<file path="config.mk">
export PLATFORM = sky130hd
export DESIGN_NAME = gsp_ctrl
export DESIGN_NICKNAME = d
export VERILOG_FILES = /design/src/hw/rtl/gsp_pkg.sv /design/src/hw/rtl/gsp_ctrl.sv
export SDC_FILE = /design/constraint.sdc
export NUM_CORES = 1
export LEC_CHECK = 0
export ABC_AREA = 1
export BUFFER_PORTS_ARGS = -buffer_cell sky130_fd_sc_hd__buf_2
export CAP_MARGIN = 30
export CORE_MARGIN = 1.5
export CORE_UTILIZATION = 25
export CTS_BUF_LIST = sky130_fd_sc_hd__clkbuf_2 sky130_fd_sc_hd__clkbuf_4 sky130_fd_sc_hd__clkbuf_8
export CTS_CLUSTER_SIZE = 30
export DETAILED_ROUTE_END_ITERATION = 12
export PLACE_DENSITY_LB_ADDON = 0.3
export SETUP_SLACK_MARGIN = 0.4
export SLEW_MARGIN = 5
export SYNTH_ARGS = -nofsm -noshare
export SYNTH_HDL_FRONTEND = slang
export SYNTH_SLANG_ARGS = --single-unit
export TNS_END_PERCENT = 100
</file>
<file path="constraint.sdc">
create_clock -name clk -period 1.7 [get_ports clk]
set_clock_uncertainty 0.1 [all_clocks]
set_input_delay 0.17 -clock clk [delete_from_list [all_inputs] [get_ports clk]]
set_output_delay 0.17 -clock clk [all_outputs]
set_load 0.05 [all_outputs]
</file>
<file path="src/hw/rtl/gsp_pkg.sv">
// Shared constants, opcodes, controller states and control/status bundles.
package gsp_pkg;

	localparam int MAX_NODES   = 64;
	localparam int NODE_BITS   = $clog2(MAX_NODES);
	localparam int CNT_BITS    = $clog2(MAX_NODES + 1);
	localparam int WEIGHT_BITS = 16;
	localparam int DIST_BITS   = 22;
	localparam int EADDR_BITS  = 2 * NODE_BITS;
	localparam int EDGE_DEPTH  = MAX_NODES * MAX_NODES;

	typedef enum logic {
		OP_EDGE  = 1'b0,
		OP_QUERY = 1'b1
	} op_t;

	typedef enum logic [3:0] {
		ST_CLEAR,
		ST_IDLE,
		ST_EDGE_RD,
		ST_EDGE_CHK,
		ST_EDGE_WR2,
		ST_Q_CHK,
		ST_TRIV,
		ST_Q_INIT,
		ST_ROW,
		ST_REL_START,
		ST_REL,
		ST_NEXT,
		ST_RES_RD,
		ST_RES
	} state_t;

	typedef struct packed {
		logic clr_step;
		logic load_item;
		logic edge_wr_ab;
		logic edge_wr_ba;
		logic q_init;
		logic row_rd;
		logic rel_start;
		logic rel_step;
		logic u_next;
		logic round_next;
		logic out_triv;
		logic out_res;
	} cmd_t;

	typedef struct packed {
		logic clr_last;
		logic edge_upd;
		logic q_bad;
		logic q_same;
		logic u_chg;
		logic u_last;
		logic v_more;
		logic nxt_any;
		logic out_free;
	} sts_t;

endpackage

</file>
<file path="src/hw/rtl/gsp_ctrl.sv">
// Sequencing FSM: edge-memory clear, edge insert, query checks, relaxation rounds and result output.
module gsp_ctrl
	import gsp_pkg::*;
(
	input  logic   clk,
	input  logic   arst_n,
	input  logic   in_valid,
	input  logic   opcode,
	input  sts_t   sts,
	output logic   in_stall,
	output cmd_t   cmd,
	output state_t state
);

	state_t state_q, state_nxt;
	logic   acc;

	assign state = state_q;
	assign acc   = (state_q == ST_IDLE) && in_valid;

	always_ff @(posedge clk or negedge arst_n) begin
		if (!arst_n) begin
			state_q <= ST_CLEAR;
		end else begin
			state_q <= state_nxt;
		end
	end

	always_comb begin
		state_nxt = state_q;
		cmd       = '0;
		in_stall  = (state_q != ST_IDLE);
		case (state_q)
			ST_CLEAR: begin
				cmd.clr_step = 1'b1;
				if (sts.clr_last) state_nxt = ST_IDLE;
			end
			ST_IDLE: begin
				if (acc) begin
					cmd.load_item = 1'b1;
					state_nxt = (op_t'(opcode) == OP_QUERY) ? ST_Q_CHK : ST_EDGE_RD;
				end
			end
			ST_EDGE_RD: state_nxt = ST_EDGE_CHK;
			ST_EDGE_CHK: begin
				if (sts.edge_upd) begin
					cmd.edge_wr_ab = 1'b1;
					state_nxt = ST_EDGE_WR2;
				end else begin
					state_nxt = ST_IDLE;
				end
			end
			ST_EDGE_WR2: begin
				cmd.edge_wr_ba = 1'b1;
				state_nxt = ST_IDLE;
			end
			ST_Q_CHK: begin
				state_nxt = (sts.q_bad || sts.q_same) ? ST_TRIV : ST_Q_INIT;
			end
			ST_TRIV: begin
				if (sts.out_free) begin
					cmd.out_triv = 1'b1;
					state_nxt = ST_IDLE;
				end
			end
			ST_Q_INIT: begin
				cmd.q_init = 1'b1;
				state_nxt = ST_ROW;
			end
			ST_ROW: begin
				if (sts.u_chg) begin
					cmd.row_rd = 1'b1;
					state_nxt = ST_REL_START;
				end else begin
					state_nxt = ST_NEXT;
				end
			end
			ST_REL_START: begin
				cmd.rel_start = 1'b1;
				state_nxt = ST_REL;
			end
			ST_REL: begin
				cmd.rel_step = 1'b1;
				if (!sts.v_more) state_nxt = ST_NEXT;
			end
			ST_NEXT: begin
				if (!sts.u_last) begin
					cmd.u_next = 1'b1;
					state_nxt = ST_ROW;
				end else if (sts.nxt_any) begin
					cmd.round_next = 1'b1;
					state_nxt = ST_ROW;
				end else begin
					state_nxt = ST_RES_RD;
				end
			end
			ST_RES_RD: state_nxt = ST_RES;
			ST_RES: begin
				if (sts.out_free) begin
					cmd.out_res = 1'b1;
					state_nxt = ST_IDLE;
				end
			end
			default: state_nxt = ST_IDLE;
		endcase
	end

endmodule

</file>
==> impl_metrics.env, run 1 <==
export IMPL_path_max_fanout=3
export IMPL_finalSetupViolCount=0
export IMPL_holdWs_ns=0.159
export IMPL_grt_first_pass_wirelength_um=3170
export IMPL_ctsHtreeMaxLevel=1
export IMPL_synthToLayoutAreaGrowth_pct=149
export IMPL_synth_largest_area_cell="nand2_1"
export IMPL_synth_most_common_cell="nand2_1"
export IMPL_synth_edff_count=0
export IMPL_synthMuxAreaShare_pct=0
export IMPL_drv_slew=0
export IMPL_hpwl_um=1320
export IMPL_synthArstFlopShare_pct=100
export IMPL_path_buf_inv=4
export IMPL_start_util_pct=27.6
export IMPL_cts_sinks=4
export IMPL_reg2regPathDepth=10
export IMPL_required_ns=1.43
export IMPL_core_area_um2=1800
export IMPL_synth_xor_area_share_pct=0
export IMPL_synth_compound_area_share_pct=3.02
export IMPL_yosys_area_share_simple_pct=64.7
export IMPL_synth_commonest_cells="35 x nand2_1, 19 x nor2_1, 11 x inv_1"
export IMPL_n_antenna_cell=0
export IMPL_seq_area_frac_synth_pct=20.2
export IMPL_die_h_um=47.6
export IMPL_overflow=0
export IMPL_setup_tns_ns=0
export IMPL_clk_insertion_delay_late_ns=0.24
export IMPL_syn_nets=108
export IMPL_floorplan_rows=15
export IMPL_numCtsBuffers=3
export IMPL_layout_drive_gt1_share_pct=66.9
export IMPL_maxCapViolCount=0
export IMPL_cts_tree="done"
export IMPL_power_density_nw_per_um2=1800
export IMPL_critPathMaxStageDelay_ns=0.41
export IMPL_drt_wl_total_um=2320
export IMPL_drt_pass1_iter_count=4
export IMPL_fillers=149
export IMPL_syn_avg_cell_area_um2=5.23
export IMPL_largest_reg_flops=4
export IMPL_wl_met2_um=1150
export IMPL_die_w_um=47.6
export IMPL_grtUsageTotal_pct=20.4
export IMPL_ant_nets=0
export IMPL_globalplace_congestion=0.859
export IMPL_grt_start_max_net_pins=7
export IMPL_ys_seq_elements=4
export IMPL_max_slew_margin_rel_pct=85.3
export IMPL_clockRootBuffer="clkbuf_4"
export IMPL_min_path_type="in -> async"
export IMPL_hold_violations=0
export IMPL_yosys_top_cells_area="nand2_1 26%, dfrtp_1 20%, nor2_1 14%"
export IMPL_ir_worst_vdd_mv=1.26
export IMPL_topRoutingLayerUsed="met4"
export IMPL_wirelength_met1_um=806
export IMPL_synth_warnings=0
export IMPL_boundaryPins=30
export IMPL_worst_pin_slew_ns=0.221
export IMPL_path_clk_slew_ns=0.04
export IMPL_r2r_start="state[3]$_DFFE_PN0P_"
export IMPL_critical_path_class="reg -> out"
export IMPL_num_vias=861
export IMPL_r2r_end="state[1]$_DFFE_PN0P_"
export IMPL_critPathLaunchType="register"
export IMPL_port_buffers=29
export IMPL_yosysTopAreaCellShare_pct=26.4
export IMPL_fin_nets=166
export IMPL_rsz0062_at_grt="true"
export IMPL_crit_path_top_delay_cell="dfrtp_2"
export IMPL_dominantRegCellSynth="dfrtp_1"
export IMPL_wl_per_cell_um=13.2
export IMPL_antenna_found_initial=0
export IMPL_finalCritPeriodShare_pct=96.7
export IMPL_dieArea_um2=2260
export IMPL_finalWorstSetupSlack_ns=0.0553
export IMPL_critPathArrivalTime_ns=1.37
export IMPL_drtIter0Drc=47
export IMPL_synth_top_family_by_area="simple AND/OR/NAND/NOR gates"
export IMPL_clock_path_buffers=2
export IMPL_fmax_mhz=608
export IMPL_synth_area_um2=497
export IMPL_grt_pass1_vias=749
export IMPL_dp_slack_ns=0.123
export IMPL_rrSetupSlack_ns=0.10
export IMPL_yosysUniqueCellTypes=16
export IMPL_synthAdderAreaFrac_pct=0
export IMPL_via_per_inst=4.89
export IMPL_p_leak_uw=0.000626
export IMPL_status="finished, final reports clean"
export IMPL_met3WireLength_um=193
export IMPL_drc=0
export IMPL_crit_family="flip-flops"
export IMPL_crit_chain="inv_4, nor2_4, inv_4, nor2_4, inv_4, nor2_4, buf_6"
export IMPL_synthCells=95
export IMPL_layout_min_cycle_time_ns=1.64
export IMPL_endpoint_kind="primary output"
-- layout by cell type, fill, tap and decap left out --
master / instances
inv_1: 8
clkinv_4: 1
nor3_4: 2
buf_12: 1
nor2_4: 15
a21oi_1: 2
nand3b_4: 1
nor2_2: 3
inv_2: 1
nand2_2: 9
nand2_8: 1
inv_4: 6
buf_2: 12
buf_6: 16
o21ai_0: 1
dlygate4sd3_1: 1
buf_4: 19
nand2_1: 23
buf_8: 4
nand3_1: 7
nand4_1: 1
nand2_4: 3
dfrtp_2: 4
nand3b_1: 2
nor2_1: 5
clkbuf_4: 3
-- power breakdown --
| group | leakage [µW] | internal, µW | switching [µW] |
|---|---|---|---|
| combinational | 0.000566 | 744 | 1120 |
| clock | 0.0000138 | 79.5 | 46.1 |
| sequential | 0.0000456 | 144 | 102 |
| total | 0.000626 | 967 | 1260 |
-- metrics by stage --
stage | util (%) | total power, µW | instances | cell area, µm²
detailed placement | 42.9 | 1360 | 150 | 773
CTS | 61.0 | 1930 | 169 | 1100
global route | 68.8 | 2350 | 176 | 1240
floorplan | - | 1120 | 95 | 589
finish | 68.8 | 2230 | 176 | 1240
global placement | 42.9 | 1360 | 150 | 773
-- what timing repair did --
action / CTS / global route
buffers inserted: 15 / 7
pin swaps: 10 / 4
hold buffers: 1 / 0
resized for setup: 51 / 29
gates cloned: 0 / 0
endpoints found under the hold margin: 4 / 0
setup endpoints to repair: 17 / 21
-- worst max-delay path by stage --
stage                         start              endpoint  slack (ns)  cells past startpoint
3_5_place_dp   state[3]$_DFFE_PN0P_                cmd[2]        0.12                      7
6_report       state[3]$_DFFE_PN0P_                cmd[2]        0.06                      7
3_3_place_gp   state[3]$_DFFE_PN0P_                cmd[2]        0.16                      7
4_1_cts        state[2]$_DFFE_PN0P_                cmd[2]        0.12                      6
2_1_floorplan  state[3]$_DFFE_PN0P_  state[2]$_DFFE_PN0P_        0.02                      7
5_1_grt        state[3]$_DFFE_PN0P_                cmd[2]        0.01                      7
-- metal layers --
| metal | vias to the layer above | track usage [%] |
|---|---|---|
| met5 | - | 0 |
| met4 | 0 | 11.4 |
| met3 | 24 | 1.89 |
| met2 | 64 | 37.0 |
| met1 | 370 | 23.2 |
| li1 | 403 | - |
-- kinds of logic (layout without fill, tap and decap cells) --
kind of cell    count (synthesis)  count (layout)
simple gates                   72              72
buf+inv                        16              72
flops                           4               4
compound gates                  3               3
-- area by class of cell --
class,count,area [µm²],area share [%]
flip-flops and latches,4,105,8.48
multi-input cells,75,527,42.5
well taps,25,31.3,2.53
repair buffers,53,473,38.2
inverters,16,80.1,6.46
clock buffers,3,22.5,1.82
No activity file was read; power rests on OpenSTA's default activity.
==> inputs of run 2 (changes only) <==
PLACE_DENSITY = 0.56   (was default)
PLACE_DENSITY_LB_ADDON = default   (was 0.3)
==> run 2 against run 1 <==
Net effect: die area unchanged; critical endpoint unchanged; total power fell by 4.7%; design area shrank 3.6%.
==> impl_metrics.env, run 2 (synthesis gave the netlist of run 1 again) <==
export IMPL_status="finished, final reports clean"
export IMPL_path_common_cell="nor2_4"
export IMPL_cts_sinks=4
export IMPL_finalSetupViolCount=0
export IMPL_fmax_mhz=620
export IMPL_holdWs_ns=0.159
export IMPL_clk_insertion_delay_late_ns=0.24
export IMPL_required_ns=1.43
export IMPL_antenna_found_initial=0
export IMPL_floorplan_rows=15
export IMPL_seqPwrFrac_pct=11.6
export IMPL_globalplace_congestion=0.838
export IMPL_critPathArrivalTime_ns=1.34
export IMPL_maxCapViolCount=0
export IMPL_port_buffers=29
export IMPL_setup_tns_ns=0
export IMPL_drc=0
export IMPL_path_clk_slew_ns=0.04
export IMPL_endpoint_kind="primary output"
export IMPL_layout_min_cycle_time_ns=1.61
export IMPL_overflow=0
export IMPL_multiInputGateArea_um2=515
export IMPL_max_slew_margin_rel_pct=76.5
export IMPL_crit_chain="inv_4, nor2_4, inv_4, nor2_4, inv_2, nor2_4, buf_8"
export IMPL_dieArea_um2=2260
export IMPL_ir_worst_vdd_mv=1.07
export IMPL_hpwl_um=1300
export IMPL_wl_per_cell_um=11.8
export IMPL_grt_pass1_vias=725
export IMPL_net_switching_power_uw=1190
export IMPL_drv_slew=0
export IMPL_p_comb_share_pct=82.7
export IMPL_fin_area_um2=1190
export IMPL_min_path_type="in -> async"
export IMPL_clock_path_buffers=2
export IMPL_layout_drive_gt1_share_pct=64.4
export IMPL_synthToLayoutAreaGrowth_pct=140
export IMPL_critPathMaxStageDelay_ns=0.43
export IMPL_start_util_pct=27.6
export IMPL_cts_tree="done"
export IMPL_boundaryPins=30
export IMPL_crit_family="flip-flops"
export IMPL_path_buf_inv=4
export IMPL_dpl_cell_area_um2=773
export IMPL_drt_wl_total_um=2050
export IMPL_clockRootBuffer="clkbuf_4"
export IMPL_switching_share_pct=55.8
export IMPL_core_area_um2=1800
export IMPL_num_vias=818
export IMPL_drt_pass1_iter_count=6
export IMPL_drtIter0Drc=12
export IMPL_numCtsBuffers=3
export IMPL_final_common_cell="nand2_1"
export IMPL_fillers=151
export IMPL_power_density_nw_per_um2=1780
export IMPL_ctsHtreeMaxLevel=1
export IMPL_finalCritPeriodShare_pct=94.8
export IMPL_die_w_um=47.6
export IMPL_seq_area_um2=105
export IMPL_grtUsageTotal_pct=19.0
export IMPL_critPathLaunchType="register"
export IMPL_fin_nets=164
export IMPL_rsz0062_at_grt="true"
export IMPL_p_int_uw=941
export IMPL_via_per_inst=4.70
export IMPL_grt_first_pass_wirelength_um=3020
export IMPL_ant_nets=0
export IMPL_largest_reg_flops=4
export IMPL_n_antenna_cell=0
export IMPL_p_leak_uw=0.000629
export IMPL_hold_violations=0
export IMPL_die_h_um=47.6
export IMPL_clockPowerShare_pct=5.7
export IMPL_critical_path_class="reg -> out"
export IMPL_grt_start_max_net_pins=8
export IMPL_path_max_fanout=6
export IMPL_crit_path_top_delay_cell="dfrtp_2"
export IMPL_worst_pin_slew_ns=0.351
export IMPL_final_cell_mix="26 x nand2_1, 17 x buf_6, 15 x buf_4"
run 2: metrics by stage:
stage | power (µW) | setup WS [ns] | cells | util, %
floorplan | 1120 | 0.0187 | 95 | -
global route | 2260 | 0.0156 | 174 | 66.3
global placement | 1360 | 0.164 | 150 | 42.9
CTS | 1910 | 0.0950 | 168 | 60.1
finish | 2130 | 0.0881 | 174 | 66.3
detailed placement | 1370 | 0.145 | 150 | 42.9
run 2: repair_timing:
item	in CTS	in global routing
setup endpoints to repair	17	19
setup buffers	14	6
hold buffers	1	0
pin swaps	10	8
endpoints found under the hold margin	4	0
resized for setup	50	22
run 2: final timing paths:
| check | from | to | slack [ns] | depth (start not counted) |
|---|---|---|---|---|
| max | state[3]$_DFFE_PN0P_ | cmd[2] | 0.09 | 7 |
| min | arst_n | state[0]$_DFFE_PN0P_ | 0.16 | 2 |
| max reg2reg | state[2]$_DFFE_PN0P_ | state[1]$_DFFE_PN0P_ | 0.13 | 10 |
| min reg2reg | state[3]$_DFFE_PN0P_ | state[3]$_DFFE_PN0P_ | 0.48 | 2 |
| max in group asynchronous | arst_n | state[2]$_DFFE_PN0P_ | 1.20 | 2 |
| min in group clk | opcode | state[2]$_DFFE_PN0P_ | 0.21 | 5 |
run 2: area by class of cell:
| cell class | count | share of cell area (%) |
|---|---|---|
| multi-input cells | 75 | 43.2 |
| repair buffers | 51 | 37.2 |
| flip-flops and latches | 4 | 8.81 |
| inverters | 16 | 6.29 |
| well taps | 25 | 2.62 |
| clock buffers | 3 | 1.89 |
run 2: layer usage:
layer	GRT usage, %	wire (µm)	up-vias
li1	-	-	402
met1	23.5	801	382
met2	33.0	1100	32
met3	4.91	134	2
met4	4.32	12	0
met5	0	0	-
run 2: power groups by stage:
stage	Combinational [µW]	Clock [µW]	Sequential, µW
3_5_place_dp	1130	0	238
5_1_grt	1880	132	251
4_1_cts	1550	122	242
3_3_place_gp	1130	0	234
2_1_floorplan	776	0	348
6_report	1760	122	246
==> inputs of run 3 (changes only) <==
CELL_PAD_IN_SITES_DETAIL_PLACEMENT = 1   (was default)
CELL_PAD_IN_SITES_GLOBAL_PLACEMENT = 2   (was default)
CORE_UTILIZATION = 19   (was 25)
GPL_TIMING_DRIVEN = 0   (was default)
PLACE_DENSITY = 0.85   (was 0.56)
==> run 3 against run 2 <==
Net effect: worst hold slack improved by 0.020 ns; register-to-register slack hardly changed; die area is 29% higher; utilization decreased by 21 points; combinational power down 6%; critical path depth stayed put; via count down 5.0%; cell count shrank 1.1%; critical endpoint is now cmd[3]; largest cell class unchanged; highest routed layer unchanged.
==> impl_metrics.env, run 3 (synthesis gave the netlist of run 1 again) <==
export IMPL_cts_sinks=4
export IMPL_crit_path_start="state[3]$_DFFE_PN0P_"
export IMPL_multiInputGateArea_um2=499
export IMPL_drc=0
export IMPL_rsz0062_at_grt="true"
export IMPL_clk_insertion_delay_late_ns=0.24
export IMPL_via_per_inst=4.52
export IMPL_finalSetupViolCount=0
export IMPL_overflow=0
export IMPL_drtIter0Drc=11
export IMPL_topRoutingLayerUsed="met4"
export IMPL_boundaryPins=30
export IMPL_dieArea_um2=2930
export IMPL_switching_share_pct=59.1
export IMPL_cp_endpoint="cmd[3]"
export IMPL_ir_worst_vdd_mv=0.824
export IMPL_met3WireLength_um=91
export IMPL_holdWs_ns=0.178
export IMPL_required_ns=1.43
export IMPL_start_util_pct=20.1
export IMPL_fin_nets=157
export IMPL_hold_violations=0
export IMPL_fillers=326
export IMPL_num_vias=777
export IMPL_reg2regPathDepth=10
export IMPL_placed_cells=154
export IMPL_n_antenna_cell=0
export IMPL_drv_slew=0
export IMPL_ant_nets=0
export IMPL_finalCritPeriodShare_pct=97.4
export IMPL_grt_pass1_vias=801
export IMPL_wl_per_cell_um=14.6
export IMPL_path_clk_slew_ns=0.04
export IMPL_fmax_mhz=604
export IMPL_r2r_start="state[3]$_DFFE_PN0P_"
export IMPL_ctsHtreeMaxLevel=1
export IMPL_clock_path_buffers=2
export IMPL_largest_reg_flops=4
export IMPL_die_w_um=54.1
export IMPL_critPathLaunchType="register"
export IMPL_globalplace_congestion=0.758
export IMPL_p_comb_share_pct=82.0
export IMPL_post_route_util_pct=44.9
export IMPL_status="finished, final reports clean"
export IMPL_drt_pass1_iter_count=4
export IMPL_seqPwrFrac_pct=11.9
export IMPL_wl_met2_um=1390
export IMPL_antenna_found_initial=0
export IMPL_core_area_um2=2480
export IMPL_critPathArrivalTime_ns=1.39
export IMPL_layout_drive_gt1_share_pct=61.3
export IMPL_net_switching_power_uw=1190
export IMPL_die_h_um=54.1
export IMPL_final_cell_mix="27 x nand2_1, 16 x buf_4, 14 x nor2_4"
export IMPL_p_int_uw=826
export IMPL_finalWorstSetupSlack_ns=0.0448
export IMPL_seq_area_um2=105
export IMPL_rrSetupSlack_ns=0.12
export IMPL_critical_path_class="reg -> out"
export IMPL_p_leak_uw=0.000576
export IMPL_grt_start_max_net_pins=7
export IMPL_numCtsBuffers=3
export IMPL_drt_wl_total_um=2510
export IMPL_path_max_fanout=4
export IMPL_clockPowerShare_pct=6.0
export IMPL_cts_tree="done"
export IMPL_max_slew_margin_rel_pct=83.2
export IMPL_grt_first_pass_wirelength_um=3460
export IMPL_r2r_end="state[1]$_DFFE_PN0P_"
export IMPL_endpoint_kind="primary output"
export IMPL_port_buffers=29
export IMPL_grtUsageTotal_pct=16.3
export IMPL_min_path_type="in -> async"
export IMPL_instances_no_fill=172
export IMPL_setup_tns_ns=0
export IMPL_power_density_nw_per_um2=1810
export IMPL_floorplan_rows=18
export IMPL_clockRootBuffer="clkbuf_4"
export IMPL_wirelength_met1_um=988
export IMPL_dp_slack_ns=0.0733
export IMPL_worst_pin_slew_ns=0.252
export IMPL_hpwl_um=1470
export IMPL_layout_min_cycle_time_ns=1.66
export IMPL_maxCapViolCount=0
export IMPL_synthToLayoutAreaGrowth_pct=124
export IMPL_final_common_cell="nand2_1"
-- run 3: cell count changes in the layout (fill, tap and decap cells not counted), sizes merged --
cell,before,now
buf,50,43
-- run 3: final cells by class --
cell class | count | area share (%)
multi-input combinational | 75 | 44.8
clock buffer | 3 | 2.02
tap | 30 | 3.37
sequential | 4 | 9.44
inverter | 16 | 6.74
timing repair buffer | 44 | 33.6
-- run 3: critical path, stage by stage (launching register included) --
cell and delay [ns]:
dfrtp_2 0.42, inv_4 0.07, nor2_4 0.14, inv_4 0.08
nor2_4 0.10, inv_2 0.07, nor2_4 0.11, buf_8 0.15
-- run 3: worst min-delay path by stage --
stage / to / slack, ns / depth (start not counted)
after global placement: state[0]$_DFFE_PN0P_ / -0.13 / 1
after floorplan: state[0]$_DFFE_PN0P_ / -0.23 / 0
after global routing: state[2]$_DFFE_PN0P_ / 0.17 / 2
after CTS: state[0]$_DFFE_PN0P_ / 0.16 / 2
final: state[1]$_DFFE_PN0P_ / 0.18 / 2
after detailed placement: state[0]$_DFFE_PN0P_ / -0.12 / 1
-- run 3: timing repair --
action / in CTS / in global routing
endpoints found under the setup margin: 17 / 21
hold buffers: 1 / 0
hold endpoints to repair: 4 / 0
resized for setup: 43 / 24
pin swaps: 7 / 4
gates cloned: 0 / 0
setup buffers: 11 / 3
-- run 3: per-stage QoR --
step / power, µW / area [µm²]
after detailed placement: 1370 / 772
after global placement: 1360 / 772
after CTS: 1830 / 1030
final: 2020 / 1110
after floorplan: 1120 / 589
after global routing: 2150 / 1110
-- run 3: power by group through the flow --
stage / registers [µW] / clock network [µW] / logic, µW
after global routing: 247 / 136 / 1770
after CTS: 231 / 125 / 1480
after global placement: 238 / 0 / 1130
after floorplan: 348 / 0 / 776
final: 240 / 122 / 1660
after detailed placement: 237 / 0 / 1130
-- run 3: per-layer routing --
layer	vias up	global-route usage [%]
met3	4	3.33
met1	365	18.6
met5	-	0
li1	386	-
met2	22	30.9
met4	0	2.92
